<file path="src/sv/pip_pkg.sv">
// package for the point-in-polygon test unit
// holds default sizes, input kind codes, the command opcode type and the
// command control struct shared by the front and back modules
package pip_pkg;

  localparam int unsigned MAX_VERTICES_DEF = 64;
  localparam int unsigned COORD_BITS_DEF   = 16;

  // kind field codes on the input channel
  localparam logic [1:0] KIND_APPEND = 2'd0;
  localparam logic [1:0] KIND_CLEAR  = 2'd1;
  localparam logic [1:0] KIND_QUERY  = 2'd2;

  // decoded command carried through the queue
  typedef enum logic [1:0] {
    OP_APPEND = 2'd0,
    OP_CLEAR  = 2'd1,
    OP_QUERY  = 2'd2,
    OP_NONE   = 2'd3
  } op_e;

  // head-of-queue control handed from front to back
  typedef struct packed {
    logic valid;
    op_e  op;
  } cmd_ctrl_t;

endpackage

</file>
<file path="src/sv/point_in_polygon_test_unit.sv">
// top level of the point-in-polygon test unit
// instantiates pip_front and pip_back; depends on pip_pkg
//
// Input channel (in_valid_i / in_stall_o) carries kind_i, coord_x_i and
// coord_y_i: kind 0 appends a vertex, 1 clears the polygon, 2 queries a point.
// Output channel (out_valid_o / out_stall_i) returns exactly one transaction
// per input transaction, in order, with status_o (1 when an append found the
// vertex store full) and inside_res_o (query result, 0 for other kinds).
// A two-entry command queue sits between the front end and the back end.
// Append, clear and unused kinds are accepted into the queue, popped by the
// back end and written to the output register. A query inside the bounding
// box walks the vertex memory one edge per cycle through its single read
// port; queries that miss the box or hit an empty store load their result
// without a walk, like the other kinds. Only one query is in flight.
// Reset empties the vertex store and the queue and drops any pending result.
// While the receiver stalls, the result stays in the output register, the
// back end holds, and the queue fills; in_stall_o rises once it is full.
module point_in_polygon_test_unit #(
  parameter int unsigned MAX_VERTICES = pip_pkg::MAX_VERTICES_DEF,
  parameter int unsigned COORD_BITS   = pip_pkg::COORD_BITS_DEF
) (
  input  logic                         clk_i,
  input  logic                         rst_ni,
  input  logic                         in_valid_i,
  output logic                         in_stall_o,
  input  logic [1:0]                   kind_i,
  input  logic signed [COORD_BITS-1:0] coord_x_i,
  input  logic signed [COORD_BITS-1:0] coord_y_i,
  output logic                         out_valid_o,
  input  logic                         out_stall_i,
  output logic                         status_o,
  output logic                         inside_res_o
);

  pip_pkg::cmd_ctrl_t          cmd_ctrl;
  logic signed [COORD_BITS-1:0] cmd_x, cmd_y;
  logic                        cmd_pop;

  // front end: decode and queue
  pip_front #(
    .CoordBits (COORD_BITS)
  ) u_front (
    .clk_i      (clk_i),
    .rst_ni     (rst_ni),
    .in_valid_i (in_valid_i),
    .in_stall_o (in_stall_o),
    .kind_i     (kind_i),
    .coord_x_i  (coord_x_i),
    .coord_y_i  (coord_y_i),
    .cmd_ctrl_o (cmd_ctrl),
    .cmd_x_o    (cmd_x),
    .cmd_y_o    (cmd_y),
    .cmd_pop_i  (cmd_pop)
  );

  // back end: vertex store and edge walker
  pip_back #(
    .MaxVertices (MAX_VERTICES),
    .CoordBits   (COORD_BITS)
  ) u_back (
    .clk_i        (clk_i),
    .rst_ni       (rst_ni),
    .cmd_ctrl_i   (cmd_ctrl),
    .cmd_x_i      (cmd_x),
    .cmd_y_i      (cmd_y),
    .cmd_pop_o    (cmd_pop),
    .out_valid_o  (out_valid_o),
    .out_stall_i  (out_stall_i),
    .status_o     (status_o),
    .inside_res_o (inside_res_o)
  );

endmodule

</file>
<file path="src/sv/pip_front.sv">
// front end of the point-in-polygon test unit: accepts input transactions,
// decodes the kind field and holds commands in a two-entry queue
// depends on pip_pkg
module pip_front #(
  parameter int unsigned CoordBits = pip_pkg::COORD_BITS_DEF
) (
  input  logic                        clk_i,
  input  logic                        rst_ni,
  input  logic                        in_valid_i,
  output logic                        in_stall_o,
  input  logic [1:0]                  kind_i,
  input  logic signed [CoordBits-1:0] coord_x_i,
  input  logic signed [CoordBits-1:0] coord_y_i,
  output pip_pkg::cmd_ctrl_t          cmd_ctrl_o,
  output logic signed [CoordBits-1:0] cmd_x_o,
  output logic signed [CoordBits-1:0] cmd_y_o,
  input  logic                        cmd_pop_i
);

  pip_pkg::op_e               op_q [2];
  logic signed [CoordBits-1:0] x_q [2];
  logic signed [CoordBits-1:0] y_q [2];
  logic [1:0]                 cnt_q, cnt_d;
  logic                       wr_ptr_q, rd_ptr_q;
  logic                       push;
  pip_pkg::op_e               dec_op;

  // kind decode
  always_comb begin
    unique case (kind_i)
      pip_pkg::KIND_APPEND: dec_op = pip_pkg::OP_APPEND;
      pip_pkg::KIND_CLEAR:  dec_op = pip_pkg::OP_CLEAR;
      pip_pkg::KIND_QUERY:  dec_op = pip_pkg::OP_QUERY;
      default:              dec_op = pip_pkg::OP_NONE;
    endcase
  end

  assign in_stall_o = (cnt_q == 2'd2);
  assign push       = in_valid_i && !in_stall_o;

  // occupancy
  always_comb begin
    cnt_d = cnt_q;
    if (push && !cmd_pop_i) begin
      cnt_d = cnt_q + 2'd1;
    end else if (!push && cmd_pop_i) begin
      cnt_d = cnt_q - 2'd1;
    end
  end

  // pointers and count
  always_ff @(posedge clk_i or negedge rst_ni) begin
    if (!rst_ni) begin
      cnt_q    <= 2'd0;
      wr_ptr_q <= 1'b0;
      rd_ptr_q <= 1'b0;
    end else begin
      cnt_q <= cnt_d;
      if (push) begin
        wr_ptr_q <= !wr_ptr_q;
      end
      if (cmd_pop_i) begin
        rd_ptr_q <= !rd_ptr_q;
      end
    end
  end

  // queue entries
  always_ff @(posedge clk_i) begin
    if (push) begin
      op_q[wr_ptr_q] <= dec_op;
      x_q[wr_ptr_q]  <= coord_x_i;
      y_q[wr_ptr_q]  <= coord_y_i;
    end
  end

  assign cmd_ctrl_o.valid = (cnt_q != 2'd0);
  assign cmd_ctrl_o.op    = op_q[rd_ptr_q];
  assign cmd_x_o          = x_q[rd_ptr_q];
  assign cmd_y_o          = y_q[rd_ptr_q];

`ifndef NO_ASSERTIONS
  // back never pops an empty queue
  a_no_pop_empty: assert property (@(posedge clk_i) disable iff (!rst_ni)
    cmd_pop_i |-> (cnt_q != 2'd0))
    else $error("pop from empty command queue");
`endif

endmodule

</file>
<file path="src/sv/pip_back.sv">
// back end of the point-in-polygon test unit: vertex memory, bounding box,
// edge walker with a three-stage ray-casting pipeline and the result register
// depends on pip_pkg
module pip_back #(
  parameter int unsigned MaxVertices = pip_pkg::MAX_VERTICES_DEF,
  parameter int unsigned CoordBits   = pip_pkg::COORD_BITS_DEF
) (
  input  logic                        clk_i,
  input  logic                        rst_ni,
  input  pip_pkg::cmd_ctrl_t          cmd_ctrl_i,
  input  logic signed [CoordBits-1:0] cmd_x_i,
  input  logic signed [CoordBits-1:0] cmd_y_i,
  output logic                        cmd_pop_o,
  output logic                        out_valid_o,
  input  logic                        out_stall_i,
  output logic                        status_o,
  output logic                        inside_res_o
);

  localparam int unsigned AW    = (MaxVertices > 1) ? $clog2(MaxVertices) : 1;
  localparam int unsigned CNT_W = $clog2(MaxVertices + 1);
  localparam int unsigned DW    = CoordBits + 1;
  localparam int unsigned PW    = 2 * DW;

  localparam logic [1:0] S_IDLE  = 2'd0;
  localparam logic [1:0] S_WALK  = 2'd1;
  localparam logic [1:0] S_DRAIN = 2'd2;
  localparam logic [1:0] S_DONE  = 2'd3;

  logic [1:0]                  state_q, state_d;
  logic [CNT_W-1:0]            count_q, count_d;
  logic [CNT_W-1:0]            iss_q;
  logic signed [CoordBits-1:0] min_x_q, max_x_q, min_y_q, max_y_q;
  logic signed [CoordBits-1:0] qx_q, qy_q;

  logic signed [CoordBits-1:0] vx_mem [MaxVertices];
  logic signed [CoordBits-1:0] vy_mem [MaxVertices];
  logic signed [CoordBits-1:0] rd_x_q, rd_y_q, prev_x_q, prev_y_q;
  logic                        rd_vld_q, rd_first_q, rd_last_q;
  logic                        rd_issue;
  logic [CNT_W-1:0]            rd_addr_full;
  logic [AW-1:0]               rd_addr;

  logic                        s1_vld_q, s1_en_q, s1_last_q;
  logic signed [DW-1:0]        s1_dx_q, s1_dpy_q, s1_dpx_q, s1_dy_q;
  logic                        s2_vld_q, s2_en_q, s2_last_q;
  logic signed [PW-1:0]        s2_l_q, s2_r_q;
  logic                        acc_q, hit;

  logic                        out_valid_q, out_status_q, out_inside_q;
  logic                        out_free, out_load, out_status_d, out_inside_d;
  logic                        full, is_append, we, start_walk, early_out;
  logic signed [CoordBits-1:0] lo_x, lo_y, hi_x, hi_y;
  logic                        edge_en;

  assign out_free  = !out_valid_q || !out_stall_i;
  assign cmd_pop_o = (state_q == S_IDLE) && cmd_ctrl_i.valid && out_free;
  assign full      = (count_q == CNT_W'(MaxVertices));
  assign is_append = (cmd_ctrl_i.op == pip_pkg::OP_APPEND);
  assign we        = cmd_pop_o && is_append && !full;

  // query rejected before the walk: empty store or outside the box
  assign early_out = (count_q == '0) ||
                     (cmd_x_i < min_x_q) || (cmd_y_i < min_y_q) ||
                     (cmd_x_i > max_x_q) || (cmd_y_i > max_y_q);
  assign start_walk = cmd_pop_o && (cmd_ctrl_i.op == pip_pkg::OP_QUERY) && !early_out;

  // read sequence: last vertex first, then 0 .. n-1
  assign rd_issue     = (state_q == S_WALK);
  assign rd_addr_full = (iss_q == '0) ? count_q - CNT_W'(1) : iss_q - CNT_W'(1);
  assign rd_addr      = rd_addr_full[AW-1:0];

  // control sequencer
  always_comb begin
    state_d      = state_q;
    count_d      = count_q;
    out_load     = 1'b0;
    out_status_d = 1'b0;
    out_inside_d = 1'b0;
    unique case (state_q)
      S_IDLE: begin
        if (cmd_pop_o) begin
          unique case (cmd_ctrl_i.op)
            pip_pkg::OP_APPEND: begin
              out_load     = 1'b1;
              out_status_d = full;
              if (!full) begin
                count_d = count_q + CNT_W'(1);
              end
            end
            pip_pkg::OP_CLEAR: begin
              out_load = 1'b1;
              count_d  = '0;
            end
            pip_pkg::OP_QUERY: begin
              if (early_out) begin
                out_load = 1'b1;
              end else begin
                state_d = S_WALK;
              end
            end
            default: begin
              out_load = 1'b1;
            end
          endcase
        end
      end
      S_WALK: begin
        if (iss_q == count_q) begin
          state_d = S_DRAIN;
        end
      end
      S_DRAIN: begin
        if (s2_vld_q && s2_last_q) begin
          state_d = S_DONE;
        end
      end
      S_DONE: begin
        if (out_free) begin
          out_load     = 1'b1;
          out_inside_d = acc_q;
          state_d      = S_IDLE;
        end
      end
      default: begin
        state_d = S_IDLE;
      end
    endcase
  end

  // control registers
  always_ff @(posedge clk_i or negedge rst_ni) begin
    if (!rst_ni) begin
      state_q     <= S_IDLE;
      count_q     <= '0;
      iss_q       <= '0;
      rd_vld_q    <= 1'b0;
      s1_vld_q    <= 1'b0;
      s2_vld_q    <= 1'b0;
      out_valid_q <= 1'b0;
    end else begin
      state_q  <= state_d;
      count_q  <= count_d;
      rd_vld_q <= rd_issue;
      s1_vld_q <= rd_vld_q;
      s2_vld_q <= s1_vld_q;
      if (start_walk) begin
        iss_q <= '0;
      end else if (rd_issue) begin
        iss_q <= iss_q + CNT_W'(1);
      end
      if (out_load) begin
        out_valid_q <= 1'b1;
      end else if (!out_stall_i) begin
        out_valid_q <= 1'b0;
      end
    end
  end

  // vertex memory, one write and one registered read port
  always_ff @(posedge clk_i) begin
    if (we) begin
      vx_mem[count_q[AW-1:0]] <= cmd_x_i;
      vy_mem[count_q[AW-1:0]] <= cmd_y_i;
    end
    if (rd_issue) begin
      rd_x_q <= vx_mem[rd_addr];
      rd_y_q <= vy_mem[rd_addr];
    end
  end

  // bounding box and query point
  always_ff @(posedge clk_i) begin
    if (we) begin
      if (count_q == '0) begin
        min_x_q <= cmd_x_i;
        max_x_q <= cmd_x_i;
        min_y_q <= cmd_y_i;
        max_y_q <= cmd_y_i;
      end else begin
        if (cmd_x_i < min_x_q) min_x_q <= cmd_x_i;
        if (cmd_x_i > max_x_q) max_x_q <= cmd_x_i;
        if (cmd_y_i < min_y_q) min_y_q <= cmd_y_i;
        if (cmd_y_i > max_y_q) max_y_q <= cmd_y_i;
      end
    end
    if (start_walk) begin
      qx_q <= cmd_x_i;
      qy_q <= cmd_y_i;
    end
    if (rd_issue) begin
      rd_first_q <= (iss_q == '0);
      rd_last_q  <= (iss_q == count_q);
    end
  end

  // stage 1: order the edge ends by y, filter, form differences
  always_comb begin
    if (rd_y_q < prev_y_q) begin
      lo_x = rd_x_q;
      lo_y = rd_y_q;
      hi_x = prev_x_q;
      hi_y = prev_y_q;
    end else begin
      lo_x = prev_x_q;
      lo_y = prev_y_q;
      hi_x = rd_x_q;
      hi_y = rd_y_q;
    end
    edge_en = rd_vld_q && !rd_first_q && (rd_y_q != prev_y_q) &&
              !((rd_x_q < qx_q) && (prev_x_q < qx_q)) &&
              !(hi_y < qy_q) && !(lo_y >= qy_q);
  end

  always_ff @(posedge clk_i) begin
    if (rd_vld_q) begin
      prev_x_q  <= rd_x_q;
      prev_y_q  <= rd_y_q;
      s1_en_q   <= edge_en;
      s1_last_q <= rd_last_q;
      s1_dx_q   <= DW'(hi_x) - DW'(lo_x);
      s1_dpy_q  <= DW'(qy_q) - DW'(lo_y);
      s1_dpx_q  <= DW'(qx_q) - DW'(lo_x);
      s1_dy_q   <= DW'(hi_y) - DW'(lo_y);
    end
  end

  // stage 2: cross products at full width
  always_ff @(posedge clk_i) begin
    if (s1_vld_q) begin
      s2_en_q   <= s1_en_q;
      s2_last_q <= s1_last_q;
      s2_l_q    <= PW'(s1_dx_q) * PW'(s1_dpy_q);
      s2_r_q    <= PW'(s1_dpx_q) * PW'(s1_dy_q);
    end
  end

  // stage 3: compare and toggle the inside bit
  assign hit = s2_vld_q && s2_en_q && (s2_l_q >= s2_r_q);

  always_ff @(posedge clk_i) begin
    if (start_walk) begin
      acc_q <= 1'b0;
    end else if (hit) begin
      acc_q <= !acc_q;
    end
  end

  // result register
  always_ff @(posedge clk_i) begin
    if (out_load) begin
      out_status_q <= out_status_d;
      out_inside_q <= out_inside_d;
    end
  end

  assign out_valid_o  = out_valid_q;
  assign status_o     = out_status_q;
  assign inside_res_o = out_inside_q;

`ifndef NO_ASSERTIONS
  a_count_range: assert property (@(posedge clk_i) disable iff (!rst_ni)
    count_q <= CNT_W'(MaxVertices))
    else $error("vertex count beyond capacity");

  a_no_pop_busy: assert property (@(posedge clk_i) disable iff (!rst_ni)
    (state_q != S_IDLE) |-> !cmd_pop_o)
    else $error("command popped while a query is in progress");

  a_last_in_drain: assert property (@(posedge clk_i) disable iff (!rst_ni)
    (s2_vld_q && s2_last_q) |-> (state_q == S_DRAIN))
    else $error("last edge token outside the drain phase");

  a_iss_range: assert property (@(posedge clk_i) disable iff (!rst_ni)
    (state_q == S_WALK) |-> (iss_q <= count_q))
    else $error("read index ran past the vertex count");

  a_no_load_on_full: assert property (@(posedge clk_i) disable iff (!rst_ni)
    (out_valid_q && out_stall_i) |-> !out_load)
    else $error("result register overwritten while stalled");
`endif

endmodule

</file>
<file path="config.mk">
export PLATFORM = sky130hd
export DESIGN_NAME = point_in_polygon_test_unit
export DESIGN_NICKNAME = d
export VERILOG_FILES = /design/src/sv/pip_pkg.sv /design/src/sv/point_in_polygon_test_unit.sv /design/src/sv/pip_front.sv /design/src/sv/pip_back.sv
export SDC_FILE = /design/constraint.sdc
export NUM_CORES = 2
export LEC_CHECK = 0
export ABC_AREA = 0
export ABC_CLOCK_PERIOD_IN_PS = 19030
export BUFFER_PORTS_ARGS = -buffer_cell sky130_fd_sc_hd__buf_4
export CAP_MARGIN = 20
export CELL_PAD_IN_SITES_DETAIL_PLACEMENT = 1
export CELL_PAD_IN_SITES_GLOBAL_PLACEMENT = 2
export CORE_MARGIN = 10
export CORE_UTILIZATION = 45
export CTS_BUF_LIST = sky130_fd_sc_hd__clkbuf_2
export CTS_CLUSTER_DIAMETER = 80
export CTS_CLUSTER_SIZE = 30
export DETAILED_ROUTE_END_ITERATION = 16
export PLACE_DENSITY_LB_ADDON = 0.1
export SLEW_MARGIN = 25
export SYNTH_ARGS = -nofsm -noshare
export SYNTH_HDL_FRONTEND = slang
export SYNTH_SLANG_ARGS = --single-unit
</file>
<file path="constraint.sdc">
create_clock -name clk_i -period 19.03 [get_ports clk_i]
set_clock_uncertainty 0.15 [all_clocks]
set_input_delay 3.806 -clock clk_i [delete_from_list [all_inputs] [get_ports clk_i]]
set_output_delay 3.806 -clock clk_i [all_outputs]
set_load 0.05 [all_outputs]
</file>
==> impl_metrics.tcl <==
set metrics [dict create \
    synth_edf_count 2420 \
    die_area_um2 289000 \
    dp_hpwl_um 218000 \
    top_level_ports 42 \
    path_buf_inv 2 \
    max_cap_viol_count 0 \
    grt_pass1_vias 67471 \
    cts_setup_buffers 0 \
    nets 8267 \
    hold_buffers 0 \
    initial_core_util_pct 45.3 \
    rows 189 \
    crit_path_end_kind "flip-flop" \
    die_w_um 537 \
    synthTopCellsByArea "edfxtp_1, mux4_2, fa_1, ha_1, inv_1" \
    cts_resized 0 \
    antenna_found_initial 26 \
    cts.clk_slew.worst_paths_ns 0.48 \
    num_vias 62956 \
    drc 0 \
    layout-drive-gt1-share_pct 16.4 \
    clock_sinks 2445 \
    max-slew-margin-rel_pct 22.6 \
    synth_top_area_cell "edfxtp_1" \
    start_kind "flip-flop" \
    hold_slack_ns 0.293 \
    path_delay_family "compound AO/OA/AOI/OAI gates" \
    syn-num-nets 8212 \
    drtPass1Iterations 5 \
    fin_ws_ns 11.18 \
    stdcell_count 10889 \
    synth-seq-cells 2445 \
    synth_area_per_cell_um2 16.7 \
    slew_violations 0 \
    cp_slowest_cell "ha_1" \
    finalWirelength_um 330000 \
    syn_area_um2 120000 \
    cts_tree "done" \
    htreeDepth 3 \
    hold_viol 0 \
    netlist_instances 7209 \
    async_reset_ff_share_pct 0.982 \
    syn2layout_area_growth_pct 6.49 \
    hold_path.class "reg2reg" \
    rsz0062_at_grt "false" \
    antenna_left 0 \
    numCtsBuffers 120 \
    vias_per_cell 5.78 \
    dpl.cell_count 10657 \
    gp_congestion 0.813 \
    cpMostUsedCell "a21oi_1" \
    root_buffer "clkbuf_2" \
    synth_top_cell_area_share_pct 60.4 \
    ys_warn_count 0 \
    worst_slew_pin_slew_ns 1.15 \
    synth_flop_cell "edfxtp_1" \
    status "completed" \
    setup_tns_ns 0 \
    grt_pass1_wl_um 482000 \
    grt_usage_pct 22.9 \
    setup-violations-final 0 \
    dpl_worst_slack_ns 10.79 \
    crit_path_max_fanout 39 \
    synth_seq_area_share_pct 60.9 \
    cts.path.max_buffers 4 \
    grt_max_degree 166 \
    wl_per_cell_um 30.3 \
    critical_path_required_ns 20.39 \
    synth_cell_type_count 93 \
    die_h_um 537 \
    port_buffers 41 \
    crit_type "reg2reg" \
    drt_first_iter_violations 5891 \
    cpPeakStageDelay_ns 0.73 \
    core-area_um2 266000 \
    grt.overflow.total 0 \
    clk_latency_ns 2.03 \
    path_cells "ha_1, nand4_1, or4_4, a21oi_2, nor3_2, buf_4, nor2_4, nand2_1, nand2_1, ha_1, inv_1, fa_1, a21o_1, a21oi_1, o21ai_0, a21oi_1, o21bai_1, a21oi_1, o21ai_0, o41ai_1, o221ai_1, a31oi_1" \
    fin_crit_sh_pct 41.2 \
    cp.arrival_ns 9.20 \
    period_needed_ns 7.85 \
    max_freq_mhz 127 \
]
==> cells in the mapped netlist (all sizes together), types with 7 or more instances <==
master,number
a2111oi,11
a211oi,47
a21boi,15
a21o,58
a21oi,139
a22oi,7
a31oi,45
and2,329
and3,13
buf,87
clkbuf,194
dfrtp,24
edfxtp,2420
fa,594
ha,371
inv,818
maj3,24
mux2,33
mux2i,11
mux4,640
nand2,438
nand2b,34
nand3,45
nand4,39
nor2,278
nor2b,33
nor3,37
nor4,14
o2111ai,7
o211ai,12
o21a,32
o21ai,95
o21bai,10
o31ai,9
or3,14
xnor2,108
xor2,38
==> stage by stage <==
step	utilization, %	instance area [um^2]
4_1_cts	48.0	128000
6_report	48.2	128000
5_1_grt	48.2	128000
3_3_place_gp	47.3	126000
2_1_floorplan	-	120000
3_5_place_dp	47.5	126000
==> cells in the final DEF, fill, tap and decap left out, types with 12 or more instances in the layout <==
cell type  instances
o21ai_0           91
a31oi_1           45
xor2_1            38
ha_1             369
and2_1           320
nand2_1          437
or3_1             14
a21oi_1          136
dfrtp_1           22
o211ai_1          12
nor4_1            13
fa_1             594
nand4_1           38
clkbuf_2         140
xnor2_1          107
mux4_2           640
a21o_1            57
nor2_4            67
and3_1            13
inv_1            816
maj3_1            24
a21boi_0          14
nor2_1           211
nand2b_1          34
buf_4            169
o21a_1            32
nor2b_1           33
edfxtp_1        2420
a211oi_1          44
buf_16            31
mux2_2            32
nand3_1           38
nor3_1            36
==> kinds of logic after synthesis <==
family | Yosys count | share of synthesized area [%]
adders and majority gates | 989 | 13.9
xor gates and xnor gates | 146 | 1.06
and+or+nand+nor | 1305 | 5.29
buffers and inverters | 1099 | 3.50
DFF | 2445 | 60.9
muxes | 684 | 12.4
AOI/OAI and AO/OA | 541 | 2.97
==> sequential cells by signal (all words and copies together), names as in the netlist, 17 cells and up <==
signal and flops:
u_back.s1_dpx_q 17, u_back.s1_dpy_q 17, u_back.s1_dx_q 17, u_back.s1_dy_q 17
u_back.s2_l_q 34, u_back.s2_r_q 34, u_back.vx_mem 1024, u_back.vy_mem 1024
u_front.x_q 32, u_front.y_q 32
==> metal layers <==
metal | wire length, um | GRT usage, % | vias up
met5 | 35 | 0 | -
met4 | 8560 | 5.23 | 6
met3 | 15600 | 1.96 | 297
met2 | 165000 | 39.1 | 1640
met1 | 141000 | 32.3 | 34323
li1 | - | - | 26690
==> worst paths after layout <==
path,start,end,slack (ns),cells past startpoint
min,u_back.s1_en_q,u_back.s2_en_q,0.29,0
max,u_back.rd_y_q[15],u_back.s1_dpx_q[14],11.18,22
min in group asynchronous,rst_ni,u_back.count_q[5],1.43,1
max reg2reg,u_back.rd_y_q[15],u_back.s1_dpx_q[14],11.18,22
min reg2reg,u_back.s1_en_q,u_back.s2_en_q,0.29,0
max in group asynchronous,rst_ni,u_back.rd_vld_q,16.72,1
==> final cells by class <==
type,count,area (um^2)
repair buffers,214,2380
multi-input cells,3665,43500
inverters,818,3070
flip-flops and latches,2445,73300
well taps,3533,4420
clock inverters,63,813
fillers,25054,138000
diodes,11,27.5
clock buffers,140,701
Power is left out: the tool's default activity adds up to more than one toggle a clock period on the data nets, which glitch-free logic cannot reach.
